## config.mk

```make
export PLATFORM = sky130hd
export DESIGN_NAME = sorted_unique_set_table
export DESIGN_NICKNAME = d
export VERILOG_FILES = /design/src/rtl/core/sust_pkg.sv /design/src/rtl/core/sust_step.sv /design/src/rtl/core/sorted_unique_set_table.sv
export SDC_FILE = /design/constraint.sdc
export NUM_CORES = 2
export LEC_CHECK = 0
export ABC_AREA = 1
export BUFFER_PORTS_ARGS = -buffer_cell sky130_fd_sc_hd__buf_2
export CAP_MARGIN = 15
export CORE_ASPECT_RATIO = 1.75
export CORE_MARGIN = 1.5
export CORE_UTILIZATION = 40
export CTS_CLUSTER_SIZE = 30
export DETAILED_ROUTE_END_ITERATION = 16
export PLACE_DENSITY = 0.6
export SKIP_CTS_REPAIR_TIMING = 1
export SYNTH_ARGS = -nofsm -noshare
export SYNTH_HDL_FRONTEND = slang
export SYNTH_SLANG_ARGS = --single-unit
```

## constraint.sdc

```tcl
create_clock -name clk -period 10.2 [get_ports clk]
set_input_delay 2.04 -clock clk [delete_from_list [all_inputs] [get_ports clk]]
set_output_delay 2.04 -clock clk [all_outputs]
set_load 0.1 [all_outputs]
```

## src/rtl/core/sust_pkg.sv

```systemverilog
// shared types and codes for the sorted unique set table
// no dependencies; used by sust_step and sorted_unique_set_table
package sust_pkg;

    localparam int CAPACITY_DEF = 32;
    localparam int DATA_W       = 32;
    localparam int ACTION_W     = 2;
    localparam int STATUS_W     = 3;

    // action codes
    localparam logic [ACTION_W-1:0] ACT_INSERT  = 2'd0;
    localparam logic [ACTION_W-1:0] ACT_DELETE  = 2'd1;
    localparam logic [ACTION_W-1:0] ACT_READOUT = 2'd2;
    localparam logic [ACTION_W-1:0] ACT_NONE    = 2'd3;

    // result status codes
    localparam logic [STATUS_W-1:0] ST_INSERTED  = 3'd0;
    localparam logic [STATUS_W-1:0] ST_DUPLICATE = 3'd1;
    localparam logic [STATUS_W-1:0] ST_FULL      = 3'd2;
    localparam logic [STATUS_W-1:0] ST_REMOVED   = 3'd3;
    localparam logic [STATUS_W-1:0] ST_NOT_FOUND = 3'd4;
    localparam logic [STATUS_W-1:0] ST_EMPTY     = 3'd5;
    localparam logic [STATUS_W-1:0] ST_LISTED    = 3'd6;

    // controller states
    typedef enum logic [1:0] {
        S_IDLE = 2'b01,
        S_SCAN = 2'b10
    } state_t;

    // decision for one scanned entry
    typedef struct packed {
        logic                emit;
        logic                done;
        logic                last;
        logic [STATUS_W-1:0] status;
        logic [DATA_W-1:0]   res_value;
        logic                wr_en;
        logic                wr_prev;
        logic [DATA_W-1:0]   wr_data;
        logic                set_flag;
        logic                load_carry;
        logic                cnt_inc;
        logic                cnt_dec;
    } step_t;

endpackage

```

## src/rtl/core/sust_step.sv

```systemverilog
// per-entry decision logic for insert, delete and readout scans
// depends on sust_pkg for codes and the step_t decision struct
module sust_step
    import sust_pkg::*;
(
    input  logic [ACTION_W-1:0]      op,
    input  logic signed [DATA_W-1:0] entry,
    input  logic signed [DATA_W-1:0] operand,
    input  logic [DATA_W-1:0]        carry,
    input  logic                     flag,
    input  logic                     at_end,
    input  logic                     at_last,
    input  logic                     full,
    output step_t                    step
);

    always_comb
    begin
        step           = '0;
        step.last      = 1'b1;
        step.res_value = operand;
        unique case (op)
            // ascending scan, shift the tail up once the slot is found
            ACT_INSERT:
            begin
                if (at_end)
                begin
                    step.emit = 1'b1;
                    step.done = 1'b1;
                    if (full)
                    begin
                        step.status = ST_FULL;
                    end
                    else
                    begin
                        step.status  = ST_INSERTED;
                        step.wr_en   = 1'b1;
                        step.wr_data = flag ? carry : operand;
                        step.cnt_inc = 1'b1;
                    end
                end
                else if (flag)
                begin
                    step.wr_en      = 1'b1;
                    step.wr_data    = carry;
                    step.load_carry = 1'b1;
                end
                else if (entry == operand)
                begin
                    step.emit   = 1'b1;
                    step.done   = 1'b1;
                    step.status = ST_DUPLICATE;
                end
                else if (entry > operand)
                begin
                    if (full)
                    begin
                        step.emit   = 1'b1;
                        step.done   = 1'b1;
                        step.status = ST_FULL;
                    end
                    else
                    begin
                        step.wr_en      = 1'b1;
                        step.wr_data    = operand;
                        step.load_carry = 1'b1;
                        step.set_flag   = 1'b1;
                    end
                end
            end
            // ascending scan, close the gap once the match is found
            ACT_DELETE:
            begin
                if (at_end)
                begin
                    step.emit    = 1'b1;
                    step.done    = 1'b1;
                    step.status  = flag ? ST_REMOVED : ST_NOT_FOUND;
                    step.cnt_dec = flag;
                end
                else if (flag)
                begin
                    step.wr_en   = 1'b1;
                    step.wr_prev = 1'b1;
                    step.wr_data = entry;
                end
                else if (entry == operand)
                begin
                    step.set_flag = 1'b1;
                end
            end
            // one listed element per entry
            ACT_READOUT:
            begin
                step.emit      = 1'b1;
                step.done      = at_last;
                step.last      = at_last;
                step.status    = ST_LISTED;
                step.res_value = entry;
            end
            default:
            begin
                step.done = 1'b1;
            end
        endcase
    end

endmodule

```

## src/rtl/core/sorted_unique_set_table.sv

```systemverilog
// top level of the sorted unique set table: store memory, scan controller
// depends on sust_pkg and sust_step
//
// channel   direction  ports                       transaction
// command   in         start, busy, action, value  start high while busy low
// result    out        strobe, status, value_res,  one cycle per strobe,
//                      last                        no back-pressure
//
// insert scans the stored entries in ascending order, stopping early on
// a duplicate or a full store; delete and readout scan every stored entry, an empty
// store answers a delete or readout without a scan, an ignored action gives no result; one store read per cycle
// each result is registered and appears in the cycle after the one that decides it
// reset clears the entry count and the controller, not the store
// results cannot be stalled; busy stays high until the last one is decided
module sorted_unique_set_table
    import sust_pkg::*;
#(
    parameter int CAPACITY = CAPACITY_DEF
)
(
    input  logic                     clk,
    input  logic                     rst_n,
    input  logic                     start,
    output logic                     busy,
    input  logic [ACTION_W-1:0]      action,
    input  logic signed [DATA_W-1:0] value,
    output logic                     strobe,
    output logic [STATUS_W-1:0]      status,
    output logic signed [DATA_W-1:0] value_res,
    output logic                     last
);

    localparam int AW = (CAPACITY > 1) ? $clog2(CAPACITY) : 1;
    localparam int CW = $clog2(CAPACITY + 1);
    localparam logic [CW-1:0] CAP_CNT = CW'(CAPACITY);

    state_t              state_reg, state_next;
    logic [CW-1:0]       count_reg, count_next;
    logic [CW-1:0]       idx_reg, idx_next;
    logic [ACTION_W-1:0] op_reg, op_next;
    logic [DATA_W-1:0]   val_reg, val_next;
    logic [DATA_W-1:0]   carry_reg, carry_next;
    logic                flag_reg, flag_next;

    logic                strobe_reg, strobe_next;
    logic [STATUS_W-1:0] status_reg, status_next;
    logic [DATA_W-1:0]   res_reg, res_next;
    logic                last_reg, last_next;

    logic [DATA_W-1:0]   mem [CAPACITY];
    logic [DATA_W-1:0]   rdata_reg;
    logic [AW-1:0]       rd_addr;
    logic [AW-1:0]       wr_addr;
    logic                wr_en;
    logic [CW-1:0]       idx_inc;
    logic [CW-1:0]       idx_dec;
    logic                accept;
    step_t               step;

    assign accept  = start && (state_reg == S_IDLE);
    assign idx_inc = idx_reg + CW'(1);
    assign idx_dec = idx_reg - CW'(1);

    // decision for the entry now in the read register
    sust_step u_step (
        .op      (op_reg),
        .entry   (rdata_reg),
        .operand (val_reg),
        .carry   (carry_reg),
        .flag    (flag_reg),
        .at_end  (idx_reg == count_reg),
        .at_last (idx_inc == count_reg),
        .full    (count_reg == CAP_CNT),
        .step    (step)
    );

    // store addressing
    assign rd_addr = (state_reg == S_SCAN) ? idx_inc[AW-1:0] : '0;
    assign wr_addr = step.wr_prev ? idx_dec[AW-1:0] : idx_reg[AW-1:0];
    assign wr_en   = (state_reg == S_SCAN) && step.wr_en;

    // store memory, one write and one registered read per cycle
    always_ff @(posedge clk)
    begin
        if (wr_en)
        begin
            mem[wr_addr] <= step.wr_data;
        end
        rdata_reg <= mem[rd_addr];
    end

    // controller next state
    always_comb
    begin
        state_next  = state_reg;
        count_next  = count_reg;
        idx_next    = idx_reg;
        op_next     = op_reg;
        val_next    = val_reg;
        carry_next  = carry_reg;
        flag_next   = flag_reg;
        strobe_next = 1'b0;
        status_next = status_reg;
        res_next    = res_reg;
        last_next   = last_reg;
        unique case (state_reg)
            S_IDLE:
            begin
                if (accept)
                begin
                    op_next   = action;
                    val_next  = value;
                    idx_next  = '0;
                    flag_next = 1'b0;
                    priority if (action == ACT_NONE)
                    begin
                        state_next = S_IDLE;
                    end
                    else if ((action != ACT_INSERT) && (count_reg == '0))
                    begin
                        // nothing stored: delete and readout answer at once
                        strobe_next = 1'b1;
                        status_next = ST_EMPTY;
                        res_next    = (action == ACT_READOUT) ? '0 : value;
                        last_next   = 1'b1;
                    end
                    else
                    begin
                        state_next = S_SCAN;
                    end
                end
            end
            S_SCAN:
            begin
                idx_next = idx_inc;
                if (step.set_flag)
                begin
                    flag_next = 1'b1;
                end
                if (step.load_carry)
                begin
                    carry_next = rdata_reg;
                end
                if (step.cnt_inc)
                begin
                    count_next = count_reg + CW'(1);
                end
                if (step.cnt_dec)
                begin
                    count_next = count_reg - CW'(1);
                end
                if (step.emit)
                begin
                    strobe_next = 1'b1;
                    status_next = step.status;
                    res_next    = step.res_value;
                    last_next   = step.last;
                end
                if (step.done)
                begin
                    state_next = S_IDLE;
                end
            end
            default:
            begin
                state_next = S_IDLE;
            end
        endcase
    end

    // control registers
    always_ff @(posedge clk or negedge rst_n)
    begin
        if (!rst_n)
        begin
            state_reg  <= S_IDLE;
            count_reg  <= '0;
            strobe_reg <= 1'b0;
        end
        else
        begin
            state_reg  <= state_next;
            count_reg  <= count_next;
            strobe_reg <= strobe_next;
        end
    end

    // payload registers
    always_ff @(posedge clk)
    begin
        idx_reg    <= idx_next;
        op_reg     <= op_next;
        val_reg    <= val_next;
        carry_reg  <= carry_next;
        flag_reg   <= flag_next;
        status_reg <= status_next;
        res_reg    <= res_next;
        last_reg   <= last_next;
    end

    assign busy      = (state_reg != S_IDLE);
    assign strobe    = strobe_reg;
    assign status    = status_reg;
    assign value_res = res_reg;
    assign last      = last_reg;

    // checks
    a_count_bound: assert property (@(posedge clk) disable iff (!rst_n)
        count_reg <= CAP_CNT)
        else $error("entry count above capacity");

    a_count_with_result: assert property (@(posedge clk) disable iff (!rst_n)
        !$stable(count_reg) |-> strobe_reg)
        else $error("entry count changed without a result");

    a_more_follows: assert property (@(posedge clk) disable iff (!rst_n)
        strobe_reg && !last_reg |-> busy)
        else $error("non-final result while idle");

    a_none_silent: assert property (@(posedge clk) disable iff (!rst_n)
        accept && (action == ACT_NONE) |=> !strobe_reg && !busy)
        else $error("ignored action produced activity");

endmodule

```

Word-level counts from Yosys, hierarchy flattened
Memories as Yosys holds them, arrays and structs flattened. A register that Yosys moved wholly into a read port is not among the register bits.
Cells that the tools add are included.
{"block": "word_totals", "input_bits": 37, "latch_bits": 0, "elab_cells": 131, "ff_bits": 118, "mem_bits_rw": 1024, "memories": 1, "romBits": 0, "out_inout_bits": 38}
{"block": "op_classes", "n_shift": 0, "div_mod_pow": 0, "n_lt_le_gt_ge": 1, "mux": 81, "n_mul": 0, "n_reduce_logical": 15, "bitwise": 0, "eq_ne": 18, "add_sub_neg": 4}
{"memory": "mem", "depth": 32, "word_bits": 32, "read_ports": 1, "rd_ports_with_merged_regs": 1, "write_ports": 1, "line": "sorted_unique_set_table.sv:50", "rtl": "logic [DATA_W-1:0] mem [CAPACITY];"}
{"cell": "32-bit 2-to-1 mux", "n": 10}
{"cell": "34-bit 2-to-1 mux", "n": 4}
{"cell": "33-bit case mux with 2 select lines", "n": 1}
{"cell": "32-bit case mux with 2 select lines", "n": 1}
{"cell": "35-bit 2-to-1 mux", "n": 1}
{"cell": "32-bit == test", "n": 1}
{"cell": "32-bit greater-than comparator", "n": 1}
{"cell": "2-bit 2-to-1 mux", "n": 14}
{"cell": "3-bit 2-to-1 mux", "n": 9}
{"cell": "1-bit 2-to-1 mux", "n": 26}
{"cell": "6-bit 2-to-1 mux", "n": 3}
{"cell": "6-bit by 1-bit adder with 6-bit output (second input constant)", "n": 2}
{"cell": "6-bit == test", "n": 2}
{"cell": "6-bit case mux with 2 select lines", "n": 1}
{"cell": "5-bit 2-to-1 mux", "n": 2}
{"cell": "2-bit inequality test (second input constant)", "n": 5}
{"cell": "3-bit case mux with 3 select lines", "n": 1}
{"cell": "2-bit == test (second input constant)", "n": 4}
{"cell": "1-bit case mux with 2 select lines", "n": 4}
{"cell": "2-bit AND reduction", "n": 4}
{"cell": "6-bit == test (second input constant)", "n": 1}
{"cell": "6-bit zero test", "n": 1}
{"cell": "1-bit case mux with 3 select lines", "n": 2}
{"cell": "3-bit case mux with 2 select lines", "n": 1}
{"cell": "other kinds (11)", "n": 18}

Longest topological paths before layout
{"block": "logic_depth", "word_depth": 10, "depth_mapped": 21, "depth_no_buf": 21}

Cells and area by module
Synthesis repeated with hierarchy kept, for this count alone.
{"block": "unflattened", "hier_cells": 5368, "hier_area_um2": 52914.5}
{"module": "sorted_unique_set_table", "seq_area_each_um2": 34889.7, "area_per_inst_um2": 50319.5, "instances": 1, "cells_per_inst": 4820}
{"module": "sust_step", "seq_area_each_um2": 0.0, "area_per_inst_um2": 2595.0, "instances": 1, "cells_per_inst": 548}

Worst setup path before layout
OpenSTA, ideal clock, no wires.
{"block": "synth_timing", "kind": "in2reg", "startpoint": "input action[0]", "endpoint": "register last_reg (netlist: last), enable pin", "path_slack_ns": 4.622, "required_time_ns": 9.716, "t_arrival_ns": 5.094, "setup_ns": 0.484, "path_stages": 6, "path_cell_list": "nand2_1 nand2_1 nor2_1 nand2_1 o21ai_0 a21boi_0"}
{"block": "synth_via", "elab_chain_cells": 4, "word_cells_on_any_way": 6, "classes_between": "eq/ne: 3; reduce/logical: 3"}
{"element": "start: declaration", "line": "sorted_unique_set_table.sv:25", "rtl": "input logic [ACTION_W-1:0] action,"}
{"element": "2-bit nonzero test", "line": "sorted_unique_set_table.sv:119", "rtl": "else if ((action != ACT_INSERT) && (count_reg == '0))"}
{"element": "1-bit logical AND", "line": "sorted_unique_set_table.sv:119"}
{"element": "2-bit by 1-bit inequality test with 1-bit output (no source line)"}
{"element": "5-bit AND reduction (no source line) *"}
{"element": "end signal: assignment", "line": "sorted_unique_set_table.sv:198", "rtl": "last_reg <= last_next;"}
{"element": "end: declaration", "line": "sorted_unique_set_table.sv:48", "rtl": "logic last_reg, last_next;"}
Mark *: on every way between the ends. The rest lies on a longest branch, timed or not.
A chain may end at the register's enable or synchronous reset.

Worst setup path in the final report
{"block": "layout_timing", "startpoint": "register state_reg[0]", "endpoint": "register rdata_reg[6], read port of mem"}
{"block": "layout_via", "elab_chain_cells": 2}
{"element": "start: declaration", "line": "sorted_unique_set_table.sv:37", "rtl": "state_t state_reg, state_next;"}
{"element": "start signal: assignment", "line": "sorted_unique_set_table.sv:182", "rtl": "state_reg <= state_next;"}
{"element": "2-bit == test", "line": "sorted_unique_set_table.sv:78", "rtl": "assign rd_addr = (state_reg == S_SCAN) ? idx_inc[AW-1:0] : '0;"}
{"element": "5-bit 2-to-1 mux", "line": "sorted_unique_set_table.sv:78"}
{"element": "end: declaration", "line": "sorted_unique_set_table.sv:51", "rtl": "logic [DATA_W-1:0] rdata_reg;"}
Every way passes these cells.

==> results.yml <==
min_path:
  hp-start: "state_reg[0]$_DFFE_PN1P_"
  hold_depth: 2
  min_path_type: "flip-flop to flip-flop"
layout:
  largest_register: "mem"
  multi_input_area_um2: 11600
  nets: 3665
  largest_reg_flops: 1024
  instances_no_fill: 5194
  final_common_cell: "edfxtp_1"
  syn_to_final_growth_pct: 11.9
  fillers: 10400
  layout_common_cells: "edfxtp_1 (1,133), nor2_1 (709), o21ai_0 (298)"
  drive_gt1_share_pct: 11.7
  seq_area_um2: 34900
setup_path:
  timing.rr.start: "state_reg[0]$_DFFE_PN1P_"
  path_cells: "inv_1, ha_1, inv_4, nor2_8, buf_12, inv_16, buf_12, o21ai_0, o21bai_1, o311ai_0, o211ai_1, nand2_1, nor2_1, a31oi_1"
  rrSetupSlack_ps: 4850
  endpoint_kind: "flip-flop"
  cp_top_family: "buffers and inverters"
  crit_buf_inv: 5
  critPathKind: "flip-flop to flip-flop"
  r2r_cells: 14
  cp.required_ps: 10730
  critPathArrivalTime_ps: 5870
  startpoint: "state_reg[0]$_DFFE_PN1P_"
  crit_top_cell: "buf_12"
  cp.depth: 14
  slowest_stage: "a31oi_1"
  cpPeakStageDelay_ps: 690
  path_max_fanout: 243
  crit_path_start_kind: "flip-flop"
route:
  drt.antenna.violating_nets: 0
  drt_iter0_drc: 2746
  drc_errors: 0
  vias_per_cell: 5.76
  wl_per_cell_um: 24.7
  dr.pass1.iters: 7
  dr_total_vias: 29900
  drt_wl_total_mm: 128
power:
  leakage_uw: 0.0178
  power_density_nw_per_um2: 248
  vdd_drop_max_v: 0.000152
synthesis:
  synth_top_family_by_area: "compound AO/OA/AOI/OAI gates"
  synthCells: 3569
  synthXorXnorAreaFrac_pct: 0.425
  synth_area_per_cell_um2: 13.4
  seq_area_frac_synth_pct: 73.2
  yosys_warnings: 0
  synthSimpleGateAreaFrac_pct: 8.32
  netlist_area_um2: 47700
  synth_top_flop_cell: "edfxtp_1"
  async_flop_share_pct: 0.767
  syn_nets: 3647
  synth_edf_count: 1133
  synthAdderAreaFrac_pct: 1.09
  synth-compound-area-share_pct: 13.6
  yosysUniqueCellTypes: 45
  ys_seq_elements: 1174
  synthMuxAreaShare_pct: 0
placement:
  dp_cells: 4996
  dpl.hpwl_mm: 68.5
  io_buffers: 74
  gp_congestion: 0.842
global_routing:
  grt-ovfl-total: 0
  grt_start_max_net_pins: 244
  antenna_found_initial: 7
  grt_use_met3_pct: 2.62
  grt_util_met1_pct: 25.1
  grt.busiest_layer: "met2"
  grt_pass1_vias: 29200
  grt_use_total_pct: 20.9
  grt_pass1_wl_mm: 189
  grt_use_met2_pct: 37.8
sta:
  slew_headroom_pct: 12.2
  worstMarginPinSlew_ps: 1320
  maxSlewViolCount: 0
  fin_hold_ws_ps: 475
  skew_ps: 25.0
  setup_viol_count_final: 0
  rsz0062_at_grt: "no"
  fmax_ghz: 0.187
  final_hold_viol_count: 0
  finalCritPeriodShare_pct: 52.4
  period_needed_ps: 5350
  finalSetupTns_ps: 0
cts:
  clkSlewWorstSetupHoldPaths_ps: 70
  clk_latency_ps: 710
  tritoncts: "built"
  clock-sinks: 1174
  cts_max_level: 3
  cts_buffers: 98
  root_buffer: "clkbuf_16"
  cts_buffer_depth: 3
run:
  drv_cap: 0
die:
  rows: 167
  pin_count: 75
  dieArea_um2: 121000
  initial_core_util_pct: 40.3
  core_area_um2: 118000
  die_w_um: 264
  fp.dieH_um: 460
run_status:
  status: "finished, final reports clean"
area by class of cell:
cell class,count,area share [%]
antenna,2,0.00938
clock buffer,125,5.05
clock inverter,59,1.09
inverter,122,0.924
multi-input combinational,2028,21.7
sequential,1174,65.4
tap,1521,3.57
timing repair buffer,163,2.22
layer usage:
metal | up-vias | part of all wire (%)
met1 | 15200 | 38
met3 | 252 | 5.5
met4 | 0 | 3.8
met2 | 1017 | 52
met5 | - | 0
li1 | 13400 | -
Yosys cell counts (2+ instances only):
cell,n,area [um^2]
o311ai_0,106,928
nand2_4,2,22.5
o21a_1,2,15.0
nand2_1,234,878
nand4_1,4,25.0
a21o_1,2,15.0
nor4_1,2,12.5
buf_2,74,370
ha_1,40,500
o211ai_1,131,983
xor2_1,12,105
clkbuf_1,136,510
o221ai_1,31,272
nand3_1,20,100
inv_4,4,25.0
o21ai_0,329,1650
inv_1,106,398
a21oi_1,25,125
buf_4,19,143
dfxtp_1,32,641
o21bai_1,128,961
nor2_2,8,50.1
edfxtp_1,1133,34000
xnor2_1,8,70.1
o31ai_1,2,15.0
buf_1,9,33.8
a31oi_1,32,200
inv_2,12,45.0
dfrtp_1,8,200
buf_6,7,78.8
o311ai_1,22,193
o32ai_1,128,1120
nand2_2,4,25.0
nor3_1,3,15.0
nor2_1,744,2790
path summary, 6_finish.rpt:
path | endpoint
worst max-delay path | rdata_reg[6]$_DFF_P_
worst min-delay path | state_reg[0]$_DFFE_PN1P_
worst max register to register | rdata_reg[6]$_DFF_P_
worst min register to register | state_reg[0]$_DFFE_PN1P_
max in group asynchronous | state_reg[0]$_DFFE_PN1P_
min in group asynchronous | state_reg[1]$_DFFE_PN0P_
worst min-delay path: cells and delay by family, from the launching register on:
| kind | cells | cell delay, ps |
|---|---|---|
| and+or+nand+nor | 2 | 100 |
| DFF | 1 | 370 |
stage by stage:
| stage | setup WS [ps] | power [uW] | utilization (%) | instance area, um^2 |
|---|---|---|---|---|
| floorplan | 4620 | 8380 | - | 47700 |
| global placement | 5250 | 9410 | 42.2 | 49900 |
| detailed placement | 5170 | 9460 | 42.2 | 49900 |
| CTS | 5160 | 13300 | 45.0 | 53200 |
| global route | 4830 | 13800 | 45.1 | 53300 |
| finish | 4850 | 13200 | 45.1 | 53300 |
logic make-up after synthesis:
family,after synthesis
adder cells (fa/ha/maj),41
AND/OR/NAND/NOR,1025
flip-flops,1174
AO/OA/AOI/OAI,941
XOR/XNOR,21
buffers and inverters,367
report_power, final:
part           switching [uW]  internal, uW  total, uW
combinational            2480           825       3300
sequential                165          5940       6110
clock                    1750          2090       3840
(Power assumes the default switching activity.)
